--- src/rtl/gray_quantize_bit_packer_unit_assert.svh ---
// Assertion macros for the gray quantize bit packer unit.
`ifndef GRAY_QUANTIZE_BIT_PACKER_UNIT_ASSERT_SVH
`define GRAY_QUANTIZE_BIT_PACKER_UNIT_ASSERT_SVH

`ifndef ASSERT_OFF
// Property checked at every clock edge outside reset.
`define GQBP_ASSERT(lbl, clk, rst_n, prop, msg) \
	lbl: assert property (@(posedge clk) disable iff (!rst_n) (prop)) else $error(msg);
// Overlapping implication, checked outside reset.
`define GQBP_ASSERT_IMPL(lbl, clk, rst_n, ante, cons, msg) \
	lbl: assert property (@(posedge clk) disable iff (!rst_n) (ante) |-> (cons)) else $error(msg);
// Next-cycle implication, checked outside reset.
`define GQBP_ASSERT_NEXT(lbl, clk, rst_n, ante, cons, msg) \
	lbl: assert property (@(posedge clk) disable iff (!rst_n) (ante) |=> (cons)) else $error(msg);
`else
`define GQBP_ASSERT(lbl, clk, rst_n, prop, msg)
`define GQBP_ASSERT_IMPL(lbl, clk, rst_n, ante, cons, msg)
`define GQBP_ASSERT_NEXT(lbl, clk, rst_n, ante, cons, msg)
`endif

`endif

--- src/rtl/gqbp_pkg.sv ---
// Shared types and constants for the gray quantize bit packer.
package gqbp_pkg;

	localparam int PIX_W      = 8;
	localparam int BYTE_W     = 8;
	localparam int BPP_W      = 3;
	localparam int ACC_W      = 7;
	localparam int OUTQ_DEPTH = 4;

	localparam logic [BPP_W-1:0] BPP_RESET = 3'd4;

	// One queued output byte with its end-of-image flag.
	typedef struct packed {
		logic              final_byte;
		logic [BYTE_W-1:0] packed_byte;
	} out_entry_t;

	// Result of packing one pixel: bytes to push and the next packer state.
	typedef struct packed {
		logic [1:0]       count;
		out_entry_t       first;
		out_entry_t       second;
		logic [ACC_W-1:0] acc_nxt;
		logic [BPP_W-1:0] held_nxt;
	} pack_res_t;

endpackage

--- src/rtl/gqbp_pack.sv ---
// Quantize one pixel and merge its code into the MSB-first byte accumulator.
module gqbp_pack (
	input  logic [gqbp_pkg::PIX_W-1:0] pixel,
	input  logic                       last_pixel,
	input  logic [gqbp_pkg::BPP_W-1:0] bits_per_pixel,
	input  logic [gqbp_pkg::ACC_W-1:0] acc,
	input  logic [gqbp_pkg::BPP_W-1:0] held,
	output gqbp_pkg::pack_res_t        res
);
	import gqbp_pkg::*;

	logic [BPP_W-1:0]  b;
	logic [2:0]        code_sh;
	logic [PIX_W-1:0]  code;
	logic [14:0]       combined;
	logic [3:0]        total;
	logic              full;
	logic [2:0]        rem;
	logic [14:0]       shifted;
	logic [7:0]        rem_mask;
	logic [ACC_W-1:0]  acc_next;
	logic [BPP_W-1:0]  held_next;
	logic [2:0]        pad_sh;
	logic [BYTE_W-1:0] pad_byte;
	logic              has_pad;

	always_comb begin
		b        = (bits_per_pixel == '0) ? 3'd1 : bits_per_pixel;
		code_sh  = 3'(4'd8 - {1'b0, b});
		code     = pixel >> code_sh;
		combined = ({8'b0, acc} << b) | {7'b0, code};
		total    = {1'b0, held} + {1'b0, b};
		full     = total[3];
		rem      = total[2:0];
		shifted  = combined >> rem;
		rem_mask = (8'd1 << rem) - 8'd1;

		if (full) begin
			acc_next  = combined[ACC_W-1:0] & rem_mask[ACC_W-1:0];
			held_next = rem;
		end else begin
			acc_next  = combined[ACC_W-1:0];
			held_next = total[2:0];
		end

		// Left-align the pending bits for the zero-padded flush byte.
		pad_sh   = 3'(4'd8 - {1'b0, held_next});
		pad_byte = 8'({1'b0, acc_next} << pad_sh);
		has_pad  = last_pixel && (held_next != '0);

		res.count                  = {1'b0, full} + {1'b0, has_pad};
		res.second.packed_byte     = pad_byte;
		res.second.final_byte      = 1'b1;
		if (full) begin
			res.first.packed_byte  = shifted[BYTE_W-1:0];
			res.first.final_byte   = last_pixel && (held_next == '0);
		end else begin
			res.first.packed_byte  = pad_byte;
			res.first.final_byte   = 1'b1;
		end

		// Start empty for the next image.
		if (last_pixel) begin
			res.acc_nxt  = '0;
			res.held_nxt = '0;
		end else begin
			res.acc_nxt  = acc_next;
			res.held_nxt = held_next;
		end
	end

endmodule

--- src/rtl/gqbp_outq.sv ---
// Output queue: takes up to two bytes per cycle, sends one per transaction.
module gqbp_outq #(
	parameter int DEPTH = gqbp_pkg::OUTQ_DEPTH
) (
	input  logic                        clk,
	input  logic                        arst_n,
	input  logic [1:0]                  push_cnt,
	input  gqbp_pkg::out_entry_t        push_first,
	input  gqbp_pkg::out_entry_t        push_second,
	output logic [$clog2(DEPTH+1)-1:0]  level,
	output logic                        m_axis_tvalid,
	input  logic                        m_axis_tready,
	output logic [gqbp_pkg::BYTE_W-1:0] m_axis_tdata,
	output logic                        m_axis_tlast
);
	import gqbp_pkg::*;

	localparam int PTR_W = (DEPTH > 1) ? $clog2(DEPTH) : 1;
	localparam int LVL_W = $clog2(DEPTH+1);
	localparam logic [PTR_W-1:0] LAST_IDX = PTR_W'(DEPTH-1);

	out_entry_t       mem_q [DEPTH];
	logic [PTR_W-1:0] wr_ptr_q;
	logic [PTR_W-1:0] rd_ptr_q;
	logic [LVL_W-1:0] level_q;
	logic [PTR_W-1:0] wr_ptr_p1;
	logic [PTR_W-1:0] wr_ptr_p2;
	logic [PTR_W-1:0] rd_ptr_p1;
	logic             pop;

	assign wr_ptr_p1 = (wr_ptr_q == LAST_IDX) ? '0 : wr_ptr_q + 1'b1;
	assign wr_ptr_p2 = (wr_ptr_p1 == LAST_IDX) ? '0 : wr_ptr_p1 + 1'b1;
	assign rd_ptr_p1 = (rd_ptr_q == LAST_IDX) ? '0 : rd_ptr_q + 1'b1;

	assign m_axis_tvalid = (level_q != '0);
	assign pop           = m_axis_tvalid && m_axis_tready;
	assign m_axis_tdata  = mem_q[rd_ptr_q].packed_byte;
	assign m_axis_tlast  = mem_q[rd_ptr_q].final_byte;
	assign level         = level_q;

	always_ff @(posedge clk) begin
		if (push_cnt != 2'd0) begin
			mem_q[wr_ptr_q] <= push_first;
		end
		if (push_cnt == 2'd2) begin
			mem_q[wr_ptr_p1] <= push_second;
		end
	end

	always_ff @(posedge clk or negedge arst_n) begin
		if (!arst_n) begin
			wr_ptr_q <= '0;
			rd_ptr_q <= '0;
			level_q  <= '0;
		end else begin
			case (push_cnt)
				2'd1:    wr_ptr_q <= wr_ptr_p1;
				2'd2:    wr_ptr_q <= wr_ptr_p2;
				default: wr_ptr_q <= wr_ptr_q;
			endcase
			if (pop) begin
				rd_ptr_q <= rd_ptr_p1;
			end
			level_q <= level_q + LVL_W'(push_cnt) - LVL_W'(pop);
		end
	end

endmodule

--- src/rtl/gray_quantize_bit_packer_unit.sv ---
// Top level: quantize gray pixels and pack the codes MSB-first into bytes.
//
//  channel   | dir | tdata             | tlast       | notes
//  s_axis    | in  | [7:0] pixel       | last_pixel  | one pixel per transaction
//  m_axis    | out | [7:0] packed_byte | final_byte  | one byte per transaction
//  cfg       | in  | [2:0] bits_per_pixel            | write on cfg_wr_en
//
// A pixel is held in the input register; its bytes reach m_axis through an
// output queue of OUTQ_DEPTH entries. One pixel per cycle is sustained
// while the queue has room for two bytes; the queue drains one byte per
// cycle while m_axis_tready is high. Reset clears the packer to empty and
// the width to 4. A stall on m_axis holds pixels in the input register
// once more than OUTQ_DEPTH-2 bytes wait in the queue.
module gray_quantize_bit_packer_unit #(
	parameter int OUTQ_DEPTH = gqbp_pkg::OUTQ_DEPTH
) (
	input  logic                        clk,
	input  logic                        arst_n,
	input  logic                        cfg_wr_en,
	input  logic [gqbp_pkg::BPP_W-1:0]  cfg_wr_data,   // [2:0] bits_per_pixel
	input  logic                        s_axis_tvalid,
	output logic                        s_axis_tready,
	input  logic [gqbp_pkg::PIX_W-1:0]  s_axis_tdata,  // [7:0] pixel
	input  logic                        s_axis_tlast,
	output logic                        m_axis_tvalid,
	input  logic                        m_axis_tready,
	output logic [gqbp_pkg::BYTE_W-1:0] m_axis_tdata,  // [7:0] packed_byte
	output logic                        m_axis_tlast
);
	import gqbp_pkg::*;

	localparam int LVL_W = $clog2(OUTQ_DEPTH+1);
	localparam logic [LVL_W-1:0] ROOM_LVL = LVL_W'(OUTQ_DEPTH-2);

	logic [BPP_W-1:0] bpp_q;
	logic             valid_s1;
	logic [PIX_W-1:0] pixel_s1;
	logic             last_s1;
	logic [ACC_W-1:0] acc_q;
	logic [BPP_W-1:0] held_q;
	logic [LVL_W-1:0] level;
	logic             adv_s1;
	logic [1:0]       push_cnt;
	pack_res_t        res;

	// Advance only when the queue can take both bytes of a flush.
	assign adv_s1        = valid_s1 && (level <= ROOM_LVL);
	assign s_axis_tready = !valid_s1 || adv_s1;
	assign push_cnt      = adv_s1 ? res.count : 2'd0;

	always_ff @(posedge clk or negedge arst_n) begin
		if (!arst_n) begin
			bpp_q <= BPP_RESET;
		end else if (cfg_wr_en) begin
			bpp_q <= cfg_wr_data;
		end
	end

	always_ff @(posedge clk or negedge arst_n) begin
		if (!arst_n) begin
			valid_s1 <= 1'b0;
			acc_q    <= '0;
			held_q   <= '0;
		end else begin
			if (s_axis_tready) begin
				valid_s1 <= s_axis_tvalid;
			end
			if (adv_s1) begin
				acc_q  <= res.acc_nxt;
				held_q <= res.held_nxt;
			end
		end
	end

	always_ff @(posedge clk) begin
		if (s_axis_tready && s_axis_tvalid) begin
			pixel_s1 <= s_axis_tdata;
			last_s1  <= s_axis_tlast;
		end
	end

	gqbp_pack u_pack (
		.pixel          (pixel_s1),
		.last_pixel     (last_s1),
		.bits_per_pixel (bpp_q),
		.acc            (acc_q),
		.held           (held_q),
		.res            (res)
	);

	gqbp_outq #(
		.DEPTH (OUTQ_DEPTH)
	) u_outq (
		.clk           (clk),
		.arst_n        (arst_n),
		.push_cnt      (push_cnt),
		.push_first    (res.first),
		.push_second   (res.second),
		.level         (level),
		.m_axis_tvalid (m_axis_tvalid),
		.m_axis_tready (m_axis_tready),
		.m_axis_tdata  (m_axis_tdata),
		.m_axis_tlast  (m_axis_tlast)
	);

`include "gray_quantize_bit_packer_unit_assert.svh"

	`GQBP_ASSERT(a_level_bound, clk, arst_n, level <= LVL_W'(OUTQ_DEPTH), "queue overflow")
	`GQBP_ASSERT_NEXT(a_last_clears, clk, arst_n, adv_s1 && last_s1, held_q == '0 && acc_q == '0, "packer not empty after last pixel")
	`GQBP_ASSERT_IMPL(a_acc_fits, clk, arst_n, 1'b1, (acc_q >> held_q) == '0, "accumulator holds bits beyond count")

endmodule
--- config.mk ---
export PLATFORM = sky130hd
export DESIGN_NAME = gray_quantize_bit_packer_unit
export DESIGN_NICKNAME = d
export VERILOG_FILES = /design/src/rtl/gqbp_pkg.sv /design/src/rtl/gqbp_pack.sv /design/src/rtl/gqbp_outq.sv /design/src/rtl/gray_quantize_bit_packer_unit.sv
export VERILOG_INCLUDE_DIRS = /design/src /design/src/rtl
export SDC_FILE = /design/constraint.sdc
export NUM_CORES = 1
export LEC_CHECK = 0
export BUFFER_PORTS_ARGS = -buffer_cell sky130_fd_sc_hd__buf_4
export CAP_MARGIN = 20
export CORE_MARGIN = 5
export CORE_UTILIZATION = 28
export CTS_BUF_LIST = sky130_fd_sc_hd__clkbuf_4
export CTS_CLUSTER_SIZE = 24
export DETAILED_ROUTE_END_ITERATION = 10
export SYNTH_ARGS = -nofsm -noshare
export SYNTH_HDL_FRONTEND = slang
export SYNTH_HIERARCHICAL = 1
export SYNTH_SLANG_ARGS = --single-unit
--- constraint.sdc ---
create_clock -name clk -period 5.55 [get_ports clk]
set_input_delay 0.8325 -clock clk [delete_from_list [all_inputs] [get_ports clk]]
set_output_delay 0.8325 -clock clk [all_outputs]
set_load 0.005 [all_outputs]
==> metrics.txt <==
# TYPE chip_impl_metric gauge
chip_impl_metric{name="count_of_state_elements_after_synthesis",unit=""} 66
chip_impl_metric{name="drt-initial-drc-count",unit=""} 273
chip_impl_metric{name="area.growth.synth_to_final",unit="%"} 11.16
chip_impl_metric{name="antenna_found_initial",unit=""} 1
chip_impl_metric{name="die_h",unit="um"} 149.8
chip_impl_metric{name="reg2regPathDepth",unit=""} 14
chip_impl_metric{name="finish.utilization",unit="%"} 31.45
chip_impl_metric{name="grtUsageMet2",unit="%"} 21.58
chip_impl_info{name="end_kind",value="flop"} 1
chip_impl_metric{name="timing.final.setup_violations",unit=""} 0
chip_impl_metric{name="synth_seq_area_share",unit="%"} 34.33
chip_impl_metric{name="grt_pass1_vias",unit=""} 4182
chip_impl_metric{name="clock_latency",unit="ps"} 430
chip_impl_metric{name="cellPowerDensity",unit="mW/mm^2"} 622.6
chip_impl_metric{name="floorplan.die.width",unit="um"} 149.8
chip_impl_info{name="tritoncts_clock_tree",value="built"} 1
chip_impl_metric{name="post_cts_setup_buffers",unit=""} 0
chip_impl_metric{name="dpl.hpwl",unit="mm"} 10.04
chip_impl_metric{name="synthArstFlopShare",unit="%"} 31.82
chip_impl_info{name="rsz0062_at_grt",value="no"} 1
chip_impl_metric{name="clk_path_buf_depth",unit=""} 2
chip_impl_metric{name="tritoncts.num_buffers",unit=""} 9
chip_impl_metric{name="dieArea",unit="mm^2"} 0.02243
chip_impl_metric{name="worstPathMaxFanout",unit=""} 28
chip_impl_metric{name="gpl.final_weighted_congestion",unit=""} 0.8895
chip_impl_metric{name="antenna_left",unit=""} 0
chip_impl_metric{name="netlist_area",unit="mm^2"} 0.005470
chip_impl_metric{name="r2r_slack",unit="ps"} 1090
chip_impl_metric{name="wl_per_cell",unit="um"} 17.22
chip_impl_metric{name="clock_skew",unit="ps"} 21.78
chip_impl_metric{name="grt_pass1_wl",unit="mm"} 22.76
chip_impl_info{name="synth_flop_type",value="edfxtp_1"} 1
chip_impl_metric{name="fin_tns_setup",unit="ps"} 0
chip_impl_metric{name="clkSinkCount",unit=""} 66
chip_impl_metric{name="met1_usage",unit="%"} 17.04
chip_impl_metric{name="cts_hold_buf",unit=""} 0
chip_impl_metric{name="finalMaxSlewViolations",unit=""} 0
chip_impl_metric{name="io_buffers",unit=""} 27
chip_impl_metric{name="placementRows",unit=""} 51
chip_impl_metric{name="post-route-min-period",unit="ps"} 4464
chip_impl_metric{name="yosysWarningCount",unit=""} 6
chip_impl_metric{name="grt_overflow_total",unit=""} 0
chip_impl_info{name="holdCritPathClass",value="in2async"} 1
chip_impl_metric{name="wirelength",unit="mm"} 13.86
chip_impl_info{name="cts_root_buf",value="clkbuf_4"} 1
chip_impl_metric{name="postSynthNetCount",unit=""} 558
chip_impl_metric{name="drtPass1Iterations",unit=""} 6
chip_impl_metric{name="worstPathRequired",unit="ps"} 5750
chip_impl_metric{name="timing_worst_slew_pin_value",unit="ps"} 706.4
chip_impl_metric{name="finalCritPeriodShare",unit="%"} 80.44
chip_impl_metric{name="vdd.ir_drop.worst",unit="mV"} 0.2294
chip_impl_metric{name="cap_violations",unit=""} 0
chip_impl_metric{name="area_of_the_core",unit="mm^2"} 0.01933
chip_impl_metric{name="postSynthCellCount",unit=""} 517
chip_impl_metric{name="maximum_number_of_pins_on_one_net_before_global_route_repair",unit=""} 33
chip_impl_metric{name="synth.lib_cells_used.distinct",unit=""} 82
chip_impl_metric{name="max_freq",unit="MHz"} 224.0
chip_impl_metric{name="routed-via-count",unit=""} 4175
chip_impl_metric{name="num_io_pins",unit=""} 28
chip_impl_metric{name="drcViolationCount",unit=""} 0
chip_impl_metric{name="netlist.area_leader.share",unit="%"} 24.70
chip_impl_metric{name="grt_use_total",unit="%"} 12.78
chip_impl_info{name="timing.rr.start",value="bpp_q[2]"} 1
chip_impl_info{name="timing.setup.critical_path_class",value="reg2reg"} 1
chip_impl_info{name="startpoint_type",value="flop"} 1
chip_impl_metric{name="relSlewSlack",unit="%"} 52.48
chip_impl_metric{name="fin_nets",unit=""} 575
chip_impl_metric{name="drive_gt1_share",unit="%"} 27.27
chip_impl_metric{name="per_cell_via_count_in_the_routed_design",unit=""} 5.186
chip_impl_info{name="synth.top_cells.by_area",value="edfxtp_1 (25%), mux2_2 (9.7%), dfrtp_1 (9.1%), ha_1 (5.3%), mux4_1 (4.3%)"} 1
chip_impl_metric{name="floorplan.initialDensity",unit="%"} 28.29
chip_impl_info{name="worstReg2RegEnd",value="u_outq/mem_q[3][6]"} 1
chip_impl_metric{name="timing.final.hold_violations",unit=""} 0
chip_impl_metric{name="cts_htree_levels",unit=""} 3
chip_impl_metric{name="number_of_enable_flip_flop_cells_after_synthesis",unit=""} 45
chip_impl_info{name="netlist.top_cell.by_area",value="edfxtp_1"} 1
chip_impl_metric{name="cellLeakagePower",unit="nW"} 2.434
chip_impl_metric{name="syn_avg_cell_area",unit="um^2"} 10.58
chip_impl_info{name="result_of_the_run",value="finished clean"} 1
chip_impl_metric{name="worst_ep_arrival_time",unit="ps"} 4660
chip_impl_metric{name="groute.layer.met3.usage",unit="%"} 1.666
chip_impl_metric{name="cts_resized",unit=""} 0
chip_impl_metric{name="post_route_total_power",unit="mW"} 3.786
chip_impl_info{name="busiest_layer_in_global_routing",value="met2"} 1
chip_impl_metric{name="clk_transition_reported_paths",unit="ps"} 130
[power by group]
| part | total [mW] | switching (mW) | internal (mW) |
|---|---|---|---|
| Clock | 0.379 | 0.193 | 0.186 |
| Sequential | 0.940 | 0.154 | 0.786 |
| Combinational | 2.47 | 1.37 | 1.10 |
| Total | 3.79 | 1.71 | 2.07 |
[logic make-up after synthesis]
logic type / count (synthesis) / synth area share [%]
DFF: 66 / 34.33
other: 1 / 0.06855
xor gates and xnor gates: 9 / 1.578
muxes: 90 / 22.96
buffers and inverters: 70 / 6.153
and+or+nand+nor: 145 / 14.09
adders and majority gates: 24 / 5.627
AOI/OAI and AO/OA: 112 / 15.19
[layout make-up]
| type | instances | area, um^2 |
|---|---|---|
| Multi-Input combinational cell | 381 | 3263 |
| Sequential cell | 66 | 1878 |
| Fill cell | 1970 | 13250 |
| Tap cell | 265 | 331.6 |
| Clock buffer | 9 | 67.56 |
| Inverter | 36 | 137.6 |
| Antenna cell | 1 | 2.502 |
| Clock inverter | 7 | 100.1 |
| Timing Repair Buffer | 40 | 300.3 |
[metal layers]
metal | wire length, um | vias to the layer above
li1 | - | 1989
met1 | 6148 | 2071
met2 | 6858 | 102
met3 | 600 | 13
met4 | 253 | 0
met5 | 0 | -
[per-stage QoR]
step | hold slack (ps) | setup WS [ps] | cells | area [um^2]
after floorplan | 483.5 | 1606 | 517 | 5470
after global placement | 503.3 | 1259 | 788 | 5911
after detailed placement | 501.1 | 1173 | 788 | 5911
after CTS | 256.3 | 1153 | 804 | 6078
after global routing | 252.5 | 873.2 | 805 | 6081
final | 267.4 | 1086 | 805 | 6081
[worst max path at each step]
stage	start	end	slack, ps
detailed placement	bpp_q[2]	u_outq/mem_q[3][6]	1170
CTS	bpp_q[2]	u_outq/mem_q[3][6]	1150
global route	bpp_q[2]	u_outq/mem_q[1][6]	870
floorplan	bpp_q[2]	u_outq/mem_q[1][0]	1610
global placement	bpp_q[2]	u_outq/mem_q[2][6]	1260
finish	bpp_q[2]	u_outq/mem_q[3][6]	1090
[Yosys cell counts, types with 3 or more instances]
| master | instances |
|---|---|
| clkinv_1 | 3 |
| nor2b_1 | 8 |
| nand3b_1 | 4 |
| o211a_1 | 3 |
| edfxtp_1 | 45 |
| o211ai_1 | 7 |
| dfrtp_1 | 20 |
| nand4_1 | 4 |
| nand2b_1 | 6 |
| nand2_1 | 31 |
| a22oi_1 | 4 |
| o21ai_0 | 22 |
| nor3_1 | 13 |
| a21o_1 | 5 |
| buf_2 | 15 |
| mux2_2 | 47 |
| a211oi_1 | 5 |
| xnor2_1 | 6 |
| clkbuf_1 | 7 |
| buf_6 | 6 |
| o2111ai_1 | 4 |
| o22ai_1 | 6 |
| nand2_2 | 6 |
| nor2_1 | 30 |
| a31oi_1 | 8 |
| buf_1 | 4 |
| a21oi_1 | 16 |
| mux2_4 | 10 |
| mux4_2 | 8 |
| mux4_1 | 9 |
| inv_1 | 31 |
| a211o_1 | 3 |
| nand3_1 | 20 |
| and2_1 | 5 |
| mux2i_1 | 16 |
| ha_1 | 23 |
[worst max-delay path, cell delays in order (launching register included)]
cell and delay, ps:
dfstp_2 890, o21bai_4 190, ha_1 330, clkinv_1 50, buf_4 220, nand2_1 190
inv_1 170, ha_1 430, mux2_2 230, o21ai_0 110, a211oi_1 410, o221ai_1 230
a32o_2 300, a21o_1 210, mux2_2 270
[flip-flops by register name (all words and copies together) (netlist names)]
register and count:
last_s1 1, u_outq/mem_q 36, u_outq/rd_ptr_q 2, held_q 3, u_outq/wr_ptr_q 2, bpp_q 3
u_outq/level 3, pixel_s1 8, acc_q 7, valid_s1 1
[layout by cell type, fill, tap and decap left out, types with 20 or more instances in the layout]
cell and n:
mux2_2 47, edfxtp_1 45, buf_4 40, inv_1 31
nand2_1 31, nor2_1 30, ha_1 23, o21ai_0 22
dfrtp_1 20, nand3_1 20
No activity file was read; power rests on OpenSTA's default activity.
